===== src/rtl/core/assert_macros.svh =====
// Assertion macros shared by the core RTL.
`ifndef ASSERT_MACROS_SVH
`define ASSERT_MACROS_SVH

// Same-cycle implication, checked outside reset.
`define ASSERT_IMPLIES(label, clk, rst_n, ante, cons) \
    label: assert property (@(posedge clk) disable iff (!rst_n) (ante) |-> (cons)) \
        else $error("same-cycle implication violated");

// Next-cycle implication, checked outside reset.
`define ASSERT_NEXT(label, clk, rst_n, ante, cons) \
    label: assert property (@(posedge clk) disable iff (!rst_n) (ante) |=> (cons)) \
        else $error("next-cycle implication violated");

`endif


===== src/rtl/core/tun_cross_lane.sv =====
// One lane: a cross product component, its magnitude, sign and square.
module tun_cross_lane
#(
    parameter int EW = 17,
    parameter int MW = 33
)
(
    input  logic                 clk,
    input  logic signed [EW-1:0] e_a,
    input  logic signed [EW-1:0] f_b,
    input  logic signed [EW-1:0] e_b,
    input  logic signed [EW-1:0] f_a,
    output logic [MW-1:0]        mag,
    output logic                 neg,
    output logic [2*MW-1:0]      sq
);

    logic signed [2*EW-1:0] p_reg, q_reg, p_next, q_next;
    logic signed [2*EW:0]   diff;
    logic [2*EW:0]          diff_abs;
    logic [MW-1:0]          mag_reg, mag_next, mag_d_reg;
    logic                   neg_reg, neg_next, neg_d_reg;
    logic [2*MW-1:0]        sq_reg, sq_next;

    // Two products of the component.
    assign p_next = e_a * f_b;
    assign q_next = e_b * f_a;

    // Difference split into sign and magnitude.
    assign diff     = (2*EW+1)'(p_reg) - (2*EW+1)'(q_reg);
    assign diff_abs = diff[2*EW] ? (2*EW+1)'(-diff) : (2*EW+1)'(diff);
    assign mag_next = diff_abs[MW-1:0];
    assign neg_next = diff[2*EW];

    // Square of the magnitude.
    assign sq_next = (2*MW)'(mag_reg) * (2*MW)'(mag_reg);

    always_ff @(posedge clk)
    begin
        p_reg     <= p_next;
        q_reg     <= q_next;
        mag_reg   <= mag_next;
        neg_reg   <= neg_next;
        mag_d_reg <= mag_reg;
        neg_d_reg <= neg_reg;
        sq_reg    <= sq_next;
    end

    assign mag = mag_d_reg;
    assign neg = neg_d_reg;
    assign sq  = sq_reg;

endmodule


===== config.mk =====
export PLATFORM = sky130hd
export DESIGN_NAME = tun_cross_lane
export DESIGN_NICKNAME = d
export VERILOG_FILES = /design/src/rtl/core/assert_macros.svh /design/src/rtl/core/tun_cross_lane.sv
export SDC_FILE = /design/constraint.sdc
export NUM_CORES = 2
export LEC_CHECK = 0
export BUFFER_PORTS_ARGS = -buffer_cell sky130_fd_sc_hd__buf_4
export CAP_MARGIN = 10
export CORE_MARGIN = 5
export CORE_UTILIZATION = 52
export CTS_BUF_LIST = sky130_fd_sc_hd__clkbuf_8
export CTS_CLUSTER_DIAMETER = 40
export CTS_CLUSTER_SIZE = 12
export DETAILED_ROUTE_END_ITERATION = 6
export MAX_ROUTING_LAYER = met4
export PLACE_DENSITY = 0.79
export SLEW_MARGIN = 40
export SYNTH_ARGS = -nofsm -noshare
export SYNTH_HDL_FRONTEND = slang
export SYNTH_SLANG_ARGS = --single-unit
export TNS_END_PERCENT = 100

===== constraint.sdc =====
create_clock -name clk -period 7.75 [get_ports clk]
set_input_delay 0.3875 -clock clk [delete_from_list [all_inputs] [get_ports clk]]
set_output_delay 0.3875 -clock clk [all_outputs]
set_load 0.005 [all_outputs]

# ---- Word level (Yosys, flattened, before mapping)
# Index checks and enable logic that the tools add are counted.
dict set report totals {
  elab_cells 13
  out_inout_bits 100
  register_bits 202
}
dict set report op_classes {
  n_mul 3
  addsub 2
  muxes 1
}
# op n
set ops {}
lappend ops {{$mul 17x17->34} 2}
lappend ops {{$mul 33x33->66} 1}
lappend ops {{$sub 34x34->35} 1}
lappend ops {{$mux 33} 1}
lappend ops {{$neg 33->33} 1}

# ---- Depth between registers and ports, before layout
dict set report depth {
  ltp_word 3
  depth_mapped 32
}

# ---- Worst setup path before layout
# Ideal clock, no wire load.
dict set report synth_path {
  path_type {flip-flop to flip-flop}
  start {register mag_reg[26]}
  end {register sq_reg[58] (netlist: sq[58])}
  path_buffers 3
  required_ps 7626
  setup_slack_ps 91
  arrival_time_ps 7536
  stages_incl_launch_ff 29
  cell_sequence {dfxtp_1 > clkbuf_1 > clkbuf_1 > nand2_1 > fa_1 > fa_1 > inv_1 > fa_1 > inv_1 > fa_1 > inv_1 > fa_1 > fa_1 > fa_1 > inv_1 > fa_1 > inv_1 > ha_1 > buf_2 > nand2_1 > o21ai_0 > nor2_1 > a2111oi_0 > a21oi_1 > a31oi_1 > a21oi_1 > o31ai_1 > mux2i_1 > nand3_1}
}
dict set report synth_between {
  elab_chain_len 1
}
# item line_no
set synth_rtl {}
lappend synth_rtl {{start: declaration} tun_cross_lane.sv:21} ;# logic [MW-1:0] mag_reg, mag_next, mag_d_reg;
lappend synth_rtl {{start signal: assignment} tun_cross_lane.sv:42} ;# mag_reg <= mag_next;
lappend synth_rtl {{$mul 33x33->66} tun_cross_lane.sv:36} ;# assign sq_next = (2*MW)'(mag_reg) * (2*MW)'(mag_reg);
lappend synth_rtl {{net sq_next[58]} tun_cross_lane.sv:23} ;# logic [2*MW-1:0] sq_reg, sq_next;
lappend synth_rtl {{end signal: assignment} tun_cross_lane.sv:46} ;# sq_reg <= sq_next;
lappend synth_rtl {{end: declaration} tun_cross_lane.sv:23}
# The timed path passes the listed nets, and every way through them passes these cells.

# ---- Worst setup path after layout
dict set report layout_path {
  start {register mag_reg[21]}
  end {register sq_reg[65] (netlist: sq[65])}
}
# The elaborated chain is that of the path after synthesis.

==> summary.md <==
| Metric | Value |
|---|---|
| Crit path capture type | `flop` |
| Gr ovfl total | `0` |
| XOR/XNOR share of the synthesized area | `0.0315` |
| Global-route wire length before repair | `between 200000 and 250000 um` |
| Seq cells post-synth | `200` |
| Die Area | `between 100000 and 150000 um2` |
| Synthesized area per cell | `9.36 um2` |
| Vias in the first global route | `47178` |
| Worst skew pair latency | `slightly above 0.6 ns` |
| Post-Syn Instances | `roughly 6300` |
| Initial antenna violation count | `5` |
| Worst EP required | `roughly 8.3 ns` |
| WL per Instance | `between 15 and 20 um` |
| Total wire length | `around 150000 um` |
| Largest cells by area after synthesis | `fa_1 (50%), inv_1 (12%), ha_1 (10%)` |
| TritonCTS clock tree | `yes` |
| P&R area growth vs syn | `10.0%` |
| Row cnt | `about 120` |
| Hold Vio Cnt, Final | `0` |
| Slew Viols, Final | `0` |
| Quantity of I/O buffers inserted on ports | `around 170` |
| Ys flop type | `dfxtp_1` |
| Initial Utilization | `0.522` |
| Synth Area in Simple Gates | `0.120` |
| Outcome | `complete, but fails checks` |
| CTS root buf | `clkbuf_8` |
| Drt drc | `5` |
| Final Cycle Share | `0.987` |
| Post-synthesis adder-cell area fraction | `0.598` |
| DRT antenna net count | `0` |
| Hold slack final | `around 0.15 ns` |
| Slew headroom | `0.450` |
| Worst path slowest cell | `fa_1` |
| Seq/Total Area, Yosys | `0.0683` |
| I/O Pins | `between 150 and 200` |
| Crit path time final | `7.65 ns` |
| Worst path max stage delay | `0.56 ns` |
| Die Span Y | `between 300 and 400 um` |
| Worst-Margin Slew | `0.825 ns` |
| Pre-antenna DRT Iters | `7` |
| Setup crit start kind | `flop` |
| DR iter-0 viols | `between 2000 and 3000` |
| EDFF count, synth | `0` |
| Gp weighted congestion | `just under 1` |
| Yosys Warn Count | `0` |
| Post-synth top area share | `0.497` |
| Largest family of logic cells by synthesized area | `adder cells` |
| DR vias | `roughly 42000` |
| Via density | `5.30` |
| Clock sink count | `200` |
| Compound-Gate Fraction of Synth Area | `0.0512` |
| CTS Buf Count | `17` |
| Number of H-tree levels | `4` |
| Family with the most delay on the worst path | `adder cells` |
| Post-layout util | `0.574` |
| Violated checks | `DRC` |
| All-Layer GR Usage | `0.264` |
| Peak fanout along the critical path | `15` |
| Cell variety after synth | `76` |
| Largest net degree at the start of global routing | `35` |
| Worst EP arrival | `between 8 and 9 ns` |
| Dominant cell type by area after synthesis | `fa_1` |
| Buf/Inv on CP | `8` |
| Width of the die | `approximately 350 um` |
| Final #Nets | `approximately 8500` |
| CORE AREA | `between 100000 and 150000 um2` |
| Max clock buf depth | `2` |
| Share of layout cells above drive strength 1 | `0.0939` |
| Ys async rst share | `0` |
| CTS clk-pin slew, worst paths | `0.14 ns` |
| Worst path most repeated cell | `fa_1` |
| Max-Cap Viols | `0` |
| Synth Cell Area | `58700 um2` |
| HP Class | `input pin to flop` |
| Fmax | `between 0.1 and 0.15 GHz` |
| Setup CP Type | `flop to flop` |
| HPWL Detailed | `about 130000 um` |
| Final setup violation count | `0` |
| RSZ-0062 raised after global routing | `true` |
| Post-synthesis mux area share | `0.00130` |
| Reg-to-reg slack, setup | `about 0.10 ns` |
| Worst-case clock skew | `around 0.030 ns` |
| Syn_nets | `a little over 8000` |
-- kinds of logic (layout without fill, tap and decap cells) --
kind of cell	count (synthesis)	after routing
buf+inv	2020	2228
fa+ha+maj	1930	1930
simple gates	1437	1437
compound gates	462	462
xor+xnor	211	211
flops	200	200
mux	7	7
other cells	1	5
-- worst paths after layout --
kind	startpoint	endpoint	cells past startpoint
min reg2reg	neg_reg	neg	0
min	e_a[0]	p_reg[0]	2
max	mag_reg[21]	sq[65]	28
max reg2reg	mag_reg[21]	sq[65]	28
-- routing by layer --
| layer | track usage | vias to the layer above | part of all wire |
|---|---|---|---|
| met3 | 0.0545 | 415 | 0.085 |
| met5 | - | - | 0 |
| met2 | 0.444 | 1684 | 0.50 |
| li1 | - | 18538 | - |
| met4 | 0.0907 | 0 | 0.041 |
| met1 | 0.321 | 21656 | 0.38 |
-- area by class of cell --
| type | count | area, um2 |
|---|---|---|
| tap | 1500 | 1880 |
| multi-input combinational | 4048 | 47700 |
| sequential | 200 | 4090 |
| fill | 9416 | 47800 |
| inverter | 1800 | 6760 |
| antenna | 4 | 10.0 |
| timing repair buffer | 396 | 3660 |
| clock buffer | 18 | 248 |
| clock inverter | 14 | 183 |
-- synthesized netlist by cell type, drive strengths merged, types with 3 or more instances --
master      n
nor3       32
nand2     667
a41oi       8
or3         7
o31ai      13
o21ai      82
or4         3
a211oi     15
and3        8
buf        10
clkbuf    210
dfxtp     200
xnor2     148
a211o       5
o21bai     30
nand2b     53
o31a        5
a221o       4
o22ai       3
fa       1455
nor2b      19
or2        10
mux2i       5
a21boi      4
and4        5
inv      1800
xor2       63
nand4      25
o21a       16
ha        475
nand3      24
o41ai       4
nor2      111
a21oi     154
and2      457
a21o       69
a31oi      19
nand3b      5
nor4        6
o211ai      8
nor3b       3
a31o        3
a2111oi     5
-- cells in the final DEF, fill, tap and decap left out, types with 18 or more instances in the layout --
cell,instances
a21o_1,68
a21oi_1,138
and2_1,447
buf_12,37
buf_4,327
buf_6,23
clkbuf_8,18
dfxtp_1,170
dfxtp_4,18
fa_1,1435
fa_2,20
ha_1,463
inv_1,1793
nand2_1,654
nand2b_1,53
nand3_1,22
nand4_1,25
nor2_1,99
nor3_1,31
o21ai_0,60
o21bai_1,30
xnor2_1,145
xor2_1,63
-- stage by stage --
step / cell area, um2 / setup slack, ns / std cells / TNS [ns]
2_1_floorplan: 58700 / 0.0907 / 6268 / 0
3_3_place_gp: 62700 / -0.759 / 7905 / -5.45
3_5_place_dp: 62700 / -0.934 / 7905 / -7.70
4_1_cts: 63300 / 0.00479 / 7946 / 0
5_1_grt: 64500 / -0.151 / 7979 / -0.908
6_report: 64500 / 0.102 / 7980 / 0
-- what timing repair did --
| item | CTS | global route |
|---|---|---|
| gates cloned | 0 | 7 |
| pin swaps | 9 | 57 |
| hold buffers | 0 | 0 |
| setup buffers | 9 | 23 |
| setup endpoints to repair | 26 | 27 |
| resized for setup | 40 | 208 |
Power is left out: the tool's default activity adds up to more than one toggle a clock period on the data nets, which glitch-free logic cannot reach.
