File: config.mk
export PLATFORM = sky130hd
export DESIGN_NAME = tun_div_lane
export DESIGN_NICKNAME = d
export VERILOG_FILES = /design/src/rtl/core/assert_macros.svh /design/src/rtl/core/tun_pkg.sv /design/src/rtl/core/tun_div_lane.sv
export SDC_FILE = /design/constraint.sdc
export NUM_CORES = 2
export LEC_CHECK = 0
export BUFFER_PORTS_ARGS = -buffer_cell sky130_fd_sc_hd__clkbuf_2
export CAP_MARGIN = 20
export CORE_MARGIN = 10
export CORE_UTILIZATION = 26
export CTS_CLUSTER_SIZE = 28
export DETAILED_ROUTE_END_ITERATION = 6
export SLEW_MARGIN = 40
export SYNTH_ARGS = -nofsm -noshare
export SYNTH_HDL_FRONTEND = slang
export SYNTH_SLANG_ARGS = --single-unit
File: constraint.sdc
create_clock -name clk -period 8.3 [get_ports clk]
set_clock_uncertainty 0.2 [all_clocks]
set_input_delay 0.415 -clock clk [delete_from_list [all_inputs] [get_ports clk]]
set_output_delay 0.415 -clock clk [all_outputs]
set_load 0.01 [all_outputs]
File: src/rtl/core/assert_macros.svh
// Assertion macros shared by the core RTL.
`ifndef ASSERT_MACROS_SVH
`define ASSERT_MACROS_SVH

// Same-cycle implication, checked outside reset.
`define ASSERT_IMPLIES(label, clk, rst_n, ante, cons) \
    label: assert property (@(posedge clk) disable iff (!rst_n) (ante) |-> (cons)) \
        else $error("same-cycle implication violated");

// Next-cycle implication, checked outside reset.
`define ASSERT_NEXT(label, clk, rst_n, ante, cons) \
    label: assert property (@(posedge clk) disable iff (!rst_n) (ante) |=> (cons)) \
        else $error("next-cycle implication violated");

`endif

File: src/rtl/core/tun_pkg.sv
// Shared constants and types of the triangle unit normal core.
package tun_pkg;

    localparam int MINLEN_WIDTH = 36;
    localparam logic [MINLEN_WIDTH-1:0] MINLEN_RESET = 36'd6554;
    localparam int OUT_WIDTH = 16;

    // Flags that ride along with one normal component into the divider.
    typedef struct packed {
        logic neg;
        logic zero;
    } tun_flags_t;

endpackage

File: src/rtl/core/tun_div_lane.sv
// One lane: rounded magnitude times 2^F over the length, pipelined one bit a stage.
module tun_div_lane
    import tun_pkg::*;
#(
    parameter int RW = 34,
    parameter int MW = 33,
    parameter int F  = 14
)
(
    input  logic                        clk,
    input  logic [MW-1:0]               mag,
    input  logic [RW-1:0]               len,
    input  tun_flags_t                  flags,
    output logic signed [OUT_WIDTH-1:0] res
);

    localparam int NW = RW + F + 2;
    localparam int QW = F + 1;

    logic [NW-1:0]      rem_reg  [QW];
    logic [NW-1:0]      den_reg  [QW];
    logic [QW-1:0]      q_reg    [QW];
    tun_flags_t         flg_reg  [QW];
    logic [NW-1:0]      num0, den0;
    logic signed [QW:0] qs;
    logic signed [OUT_WIDTH-1:0] res_reg, res_next;

    // Rounding: floor((mag * 2^(F+1) + len) / (2 * len)).
    assign num0 = (NW'(mag) << (F + 1)) + NW'(len);
    assign den0 = NW'(len) << 1;

    genvar k;
    for (k = 0; k < QW; k++)
    begin : g_stage
        localparam int B = F - k;
        logic [NW-1:0] rem_in, den_in, dsh, rem_next;
        logic [QW-1:0] q_in, q_next;
        tun_flags_t    flg_in;

        if (k == 0)
        begin : g_first
            assign rem_in = num0;
            assign den_in = den0;
            assign q_in   = '0;
            assign flg_in = flags;
        end
        else
        begin : g_rest
            assign rem_in = rem_reg[k-1];
            assign den_in = den_reg[k-1];
            assign q_in   = q_reg[k-1];
            assign flg_in = flg_reg[k-1];
        end

        assign dsh = den_in << B;

        always_comb
        begin
            if (rem_in >= dsh)
            begin
                rem_next = rem_in - dsh;
                q_next   = q_in | (QW'(1) << B);
            end
            else
            begin
                rem_next = rem_in;
                q_next   = q_in;
            end
        end

        always_ff @(posedge clk)
        begin
            rem_reg[k] <= rem_next;
            den_reg[k] <= den_in;
            q_reg[k]   <= q_next;
            flg_reg[k] <= flg_in;
        end
    end

    // Apply the sign, and force zero for a degenerate triangle.
    assign qs = flg_reg[QW-1].neg ? -$signed({1'b0, q_reg[QW-1]})
                                  : $signed({1'b0, q_reg[QW-1]});
    assign res_next = flg_reg[QW-1].zero ? '0 : OUT_WIDTH'(qs);

    always_ff @(posedge clk)
    begin
        res_reg <= res_next;
    end

    assign res = res_reg;

endmodule

# Word level (Yosys, flattened, before mapping)

Memories as Yosys holds them, arrays and structs flattened.
Index checks and enable logic that the tools add are counted.
W data, S select, Z words.

Bitwise gates (word level): 1
Reductions and logical operators: 1
Multiplexer cells: 31
Add/sub/neg operators: 17
$lt $le $gt $ge: 15

Operator list:

| kind             | number |
|---|---|
| $mux W50         | 15 |
| $ge A50 B50 Y1   | 14 |
| $sub A50 B50 Y50 | 14 |
| $sub A49 B49 Y50 | 1 |
| $add A48 B34 Y49 | 1 |
| $ge A49 B49 Y1   | 1 |
| $mux W15         | 2 |
| $neg A15 Y16     | 1 |
| $mux W14         | 1 |
| $mux W13         | 1 |
| $mux W12         | 1 |
| $mux W11         | 1 |
| $mux W10         | 1 |
| $mux W9          | 1 |
| $mux W8          | 1 |
| $mux W7          | 1 |
| $mux W6          | 1 |
| $mux W5          | 1 |
| $mux W4          | 1 |
| $mux W3          | 1 |
| $mux W2          | 1 |
| $reduce_or A2 Y1 | 1 |
| $mux W1          | 1 |
| $not A1 Y1       | 1 |

Word-level logic and storage cells: 71
Memory bits (writable): 1755
Register bits after elaboration: 16
Memories kept: 4

Memories:

| memory  | depth | bits a word | read ports | clocked after memory_dff | write ports | line               | source |
|---|---|---|---|---|---|---|---|
| den_reg | 15    | 50          | 14         | 0                        | 15          | tun_div_lane.sv:21 | `logic [NW-1:0] den_reg [QW];` |
| rem_reg | 15    | 50          | 14         | 0                        | 15          | tun_div_lane.sv:20 | `logic [NW-1:0] rem_reg [QW];` |
| q_reg   | 15    | 15          | 15         | 0                        | 15          | tun_div_lane.sv:22 | `logic [QW-1:0] q_reg [QW];` |
| flg_reg | 15    | 2           | 15         | 0                        | 15          | tun_div_lane.sv:23 | `tun_flags_t flg_reg [QW];` |

# Depth between registers and ports, before layout

Depth after elaboration: 3
Depth in mapped cells: 26
Mapped depth without buffers: 23

# Least setup slack after synthesis

OpenSTA, ideal clock, no wires.

Kind: input -> register
From: input mag[0]
To: memory rem_reg[0][16] (netlist bit)
Data required time: 7.979 ns
Slack: 2.868 ns
Arrival: 5.111 ns
Stages: 25
Library setup time: 0.121 ns
Cell sequence: ha_1 fa_1 a21oi_1 nor3b_1 nor4b_1 o31ai_1 nor2_1 nor3_1 nor3_1 o21a_1 nand2b_1 xnor2_1 ha_1 clkbuf_1 and3_1 and3_1 a211o_1 a221oi_2 a21oi_1 a31o_1 nand2_1 and2_1 buf_2 buf_2 mux2_2

RTL lines:

| item        | line               | source |
|---|---|---|
| from (decl) | tun_div_lane.sv:11 | `input logic [MW-1:0] mag,` |
| to (decl)   | tun_div_lane.sv:20 |  |

==> results.ini <==
[outcome]
status=complete, no violations

[setup_path]
slowest_delay_ns=0.54
critPathMaxFanout=31
crit_family=simple AND/OR/NAND/NOR gates
cp.arrival_ns=6.98
cp_num_buf_inv=3
crit_type=input port to flip-flop
cp.required_ns=8.72
critPathLaunchType=input port
end_kind=flip-flop
cp_slowest_cell=dlygate4sd3_1

[clock_tree]
cts.sinks=1223
post_cts.repair.setup_buffers=0
cts_tree=built
numCtsBuffers=137
cts_root_buf=clkbuf_16
clk_latency_ns=0.77
clkTransAtPathRegs_ns=0.06
cts_max_path_buffers=3
htreeDepth=4

[drt]
drtAntennaViolNets=0
wl_per_cell_um=14.9
vias=47900
drt_wl_total_um=155000
via_per_inst=4.63
firstDrtPassIters=6
drt_iter0_drc=3086
drc=0

[grt]
antenna_found_initial=3
grt_pass1_vias=48300
grt_overflow_total=0
use_met1=0.137
grt_max_degree=71
use_met3=0.0184
met2_usage=0.200
grt_use_total=0.116
grt_busiest_layer=met2
grt_pass1_wl_um=247000

[timing]
slew_headroom=0.413
hold_viol_final=0
period_needed_ns=6.57
fin_crit_sh=0.791
rsz0062_at_grt=false
worst_pin_slew_ns=0.872
timing.setup.tns_ns=0
setup_slack_ns=1.73
fmax_mhz=152
drv_slew=0
finalSetupViolCount=0

[job]
maxCapViolCount=0

[power]
ir_drop_v=0.000200
p_per_area_mw_per_mm2=394
power_mw=27.7
p_leak_nw=31.0

[yosys]
synthArstFlopShare=0
seq_area_frac_synth=0.400
synthCells=6975
netlist_area_mm2=0.0612
synth_seq_cells=1223
synth_edf_count=0
ys.flop_type=dfxtp_1
ys_types=109
avgSynthCellArea_um2=8.77
yosys_warnings=0
synth_nets=7589

[die]
initial_utilization=0.261
dieArea_mm2=0.255
die_height_um=505
rows=178
io_pins=86
die_width_um=505
core_area_mm2=0.235

[placement]
gp_congestion=0.941
dp_hpwl_um=123000
port_buffers=85
pre_cts_slack_ns=1.59
place_area_mm2=0.0650

[final_layout]
nNetsFinal=7704
n_fill_cell=24600
drive_gt1_frac=0.0662
stdcell_area_mm2=0.0702
mostFrequentLayoutCells=dfxtp_1 (1,223), inv_1 (645), nand2_1 (635)
final_common_cell=dfxtp_1
synthToLayoutAreaGrowth_pct=14.7
largest_reg_flops=700

[hold_path]
min_path_type=input port to flip-flop

[synthesized netlist by cell type, drive strengths merged, types with 103 or more instances]
| master | number | area share |
|---|---|---|
| inv | 649 | 0.040 |
| nand2 | 635 | 0.039 |
| a21o | 294 | 0.036 |
| nand3 | 114 | 0.0093 |
| a21oi | 565 | 0.047 |
| clkbuf | 122 | 0.0075 |
| dfxtp | 1223 | 0.40 |
| o21ai | 563 | 0.046 |
| nor2 | 409 | 0.025 |
| nor3 | 103 | 0.0086 |
| xnor2 | 305 | 0.044 |
| xor2 | 247 | 0.035 |
| ha | 529 | 0.11 |
[metrics by stage]
stage / util / instances / hold WS [ns]
6_report: 0.299 / 10300 / 0.0672
5_1_grt: 0.299 / 10300 / 0.0548
4_1_cts: 0.299 / 10300 / 0.00535
3_5_place_dp: 0.277 / 10000 / 0.112
3_3_place_gp: 0.277 / 10000 / 0.110
2_1_floorplan: - / 6975 / 0.110
[path summary, 6_finish.rpt]
check                                      from         endpoint  slack (ns)  cells after the start
worst max-delay path                    len[15]   rem_reg[0][16]        1.73                     25
worst min-delay path                     mag[1]   rem_reg[0][17]        0.07                      5
worst max register to register  rem_reg[1][104]  rem_reg[1][194]        3.66                     14
worst min register to register     q_reg[1][42]     q_reg[1][57]        0.11                      0
[kinds of logic (layout without fill, tap and decap cells)]
family,after synthesis,count (layout),synth area share
AO/OA/AOI/OAI,1934,1934,0.199
multiplexers,75,75,0.0142
adder cells (fa/ha/maj),544,544,0.113
XOR/XNOR,552,552,0.0790
other,0,1,0
AND/OR/NAND/NOR,1810,1810,0.142
flip-flops,1223,1223,0.400
buffers and inverters,837,1053,0.0531
[per-layer routing]
metal  wire, um  up-vias
met5          0        -
met4       9000        0
met3       5570      411
met2      72000     1105
met1      67900    21900
li1           -    24500
[power breakdown]
| part | total (mW) | switching [mW] | internal, mW |
|---|---|---|---|
| Clock | 6.05 | 2.46 | 3.59 |
| Combinational | 12.8 | 7.23 | 5.56 |
| Sequential | 8.83 | 1.15 | 7.69 |
| Total | 27.7 | 10.8 | 16.8 |
[worst register-to-register path: stages (launching register included)]
cell      delay, ns
dfxtp_1        0.36
inv_1          0.07
ha_1           0.21
fa_1           0.41
nor2b_1        0.13
o21ai_1        0.09
a21boi_0       0.28
o31ai_1        0.17
a21oi_1        0.60
a21oi_1        0.40
o21bai_4       0.25
buf_4          0.52
o41ai_1        0.30
nor4_1         0.42
xor2_1         0.17
[cell type report]
| class | instances | area, um^2 | share of cell area |
|---|---|---|---|
| multi-input combinational | 4915 | 33600 | 0.478 |
| sequential | 1223 | 24500 | 0.349 |
| tap | 3150 | 3940 | 0.0562 |
| clock buffer | 191 | 3910 | 0.0558 |
| inverter | 649 | 2440 | 0.0347 |
| timing repair buffer | 164 | 1210 | 0.0172 |
| clock inverter | 49 | 626 | 0.00892 |
| antenna | 1 | 2.50 | 0.0000357 |
[what timing repair did]
item                                   4_1_cts  5_1_grt
gates resized for setup                      0        0
endpoints found under the hold margin       57        0
hold buffers                                59        0
Note: power is estimated with default switching activity, not from simulation.
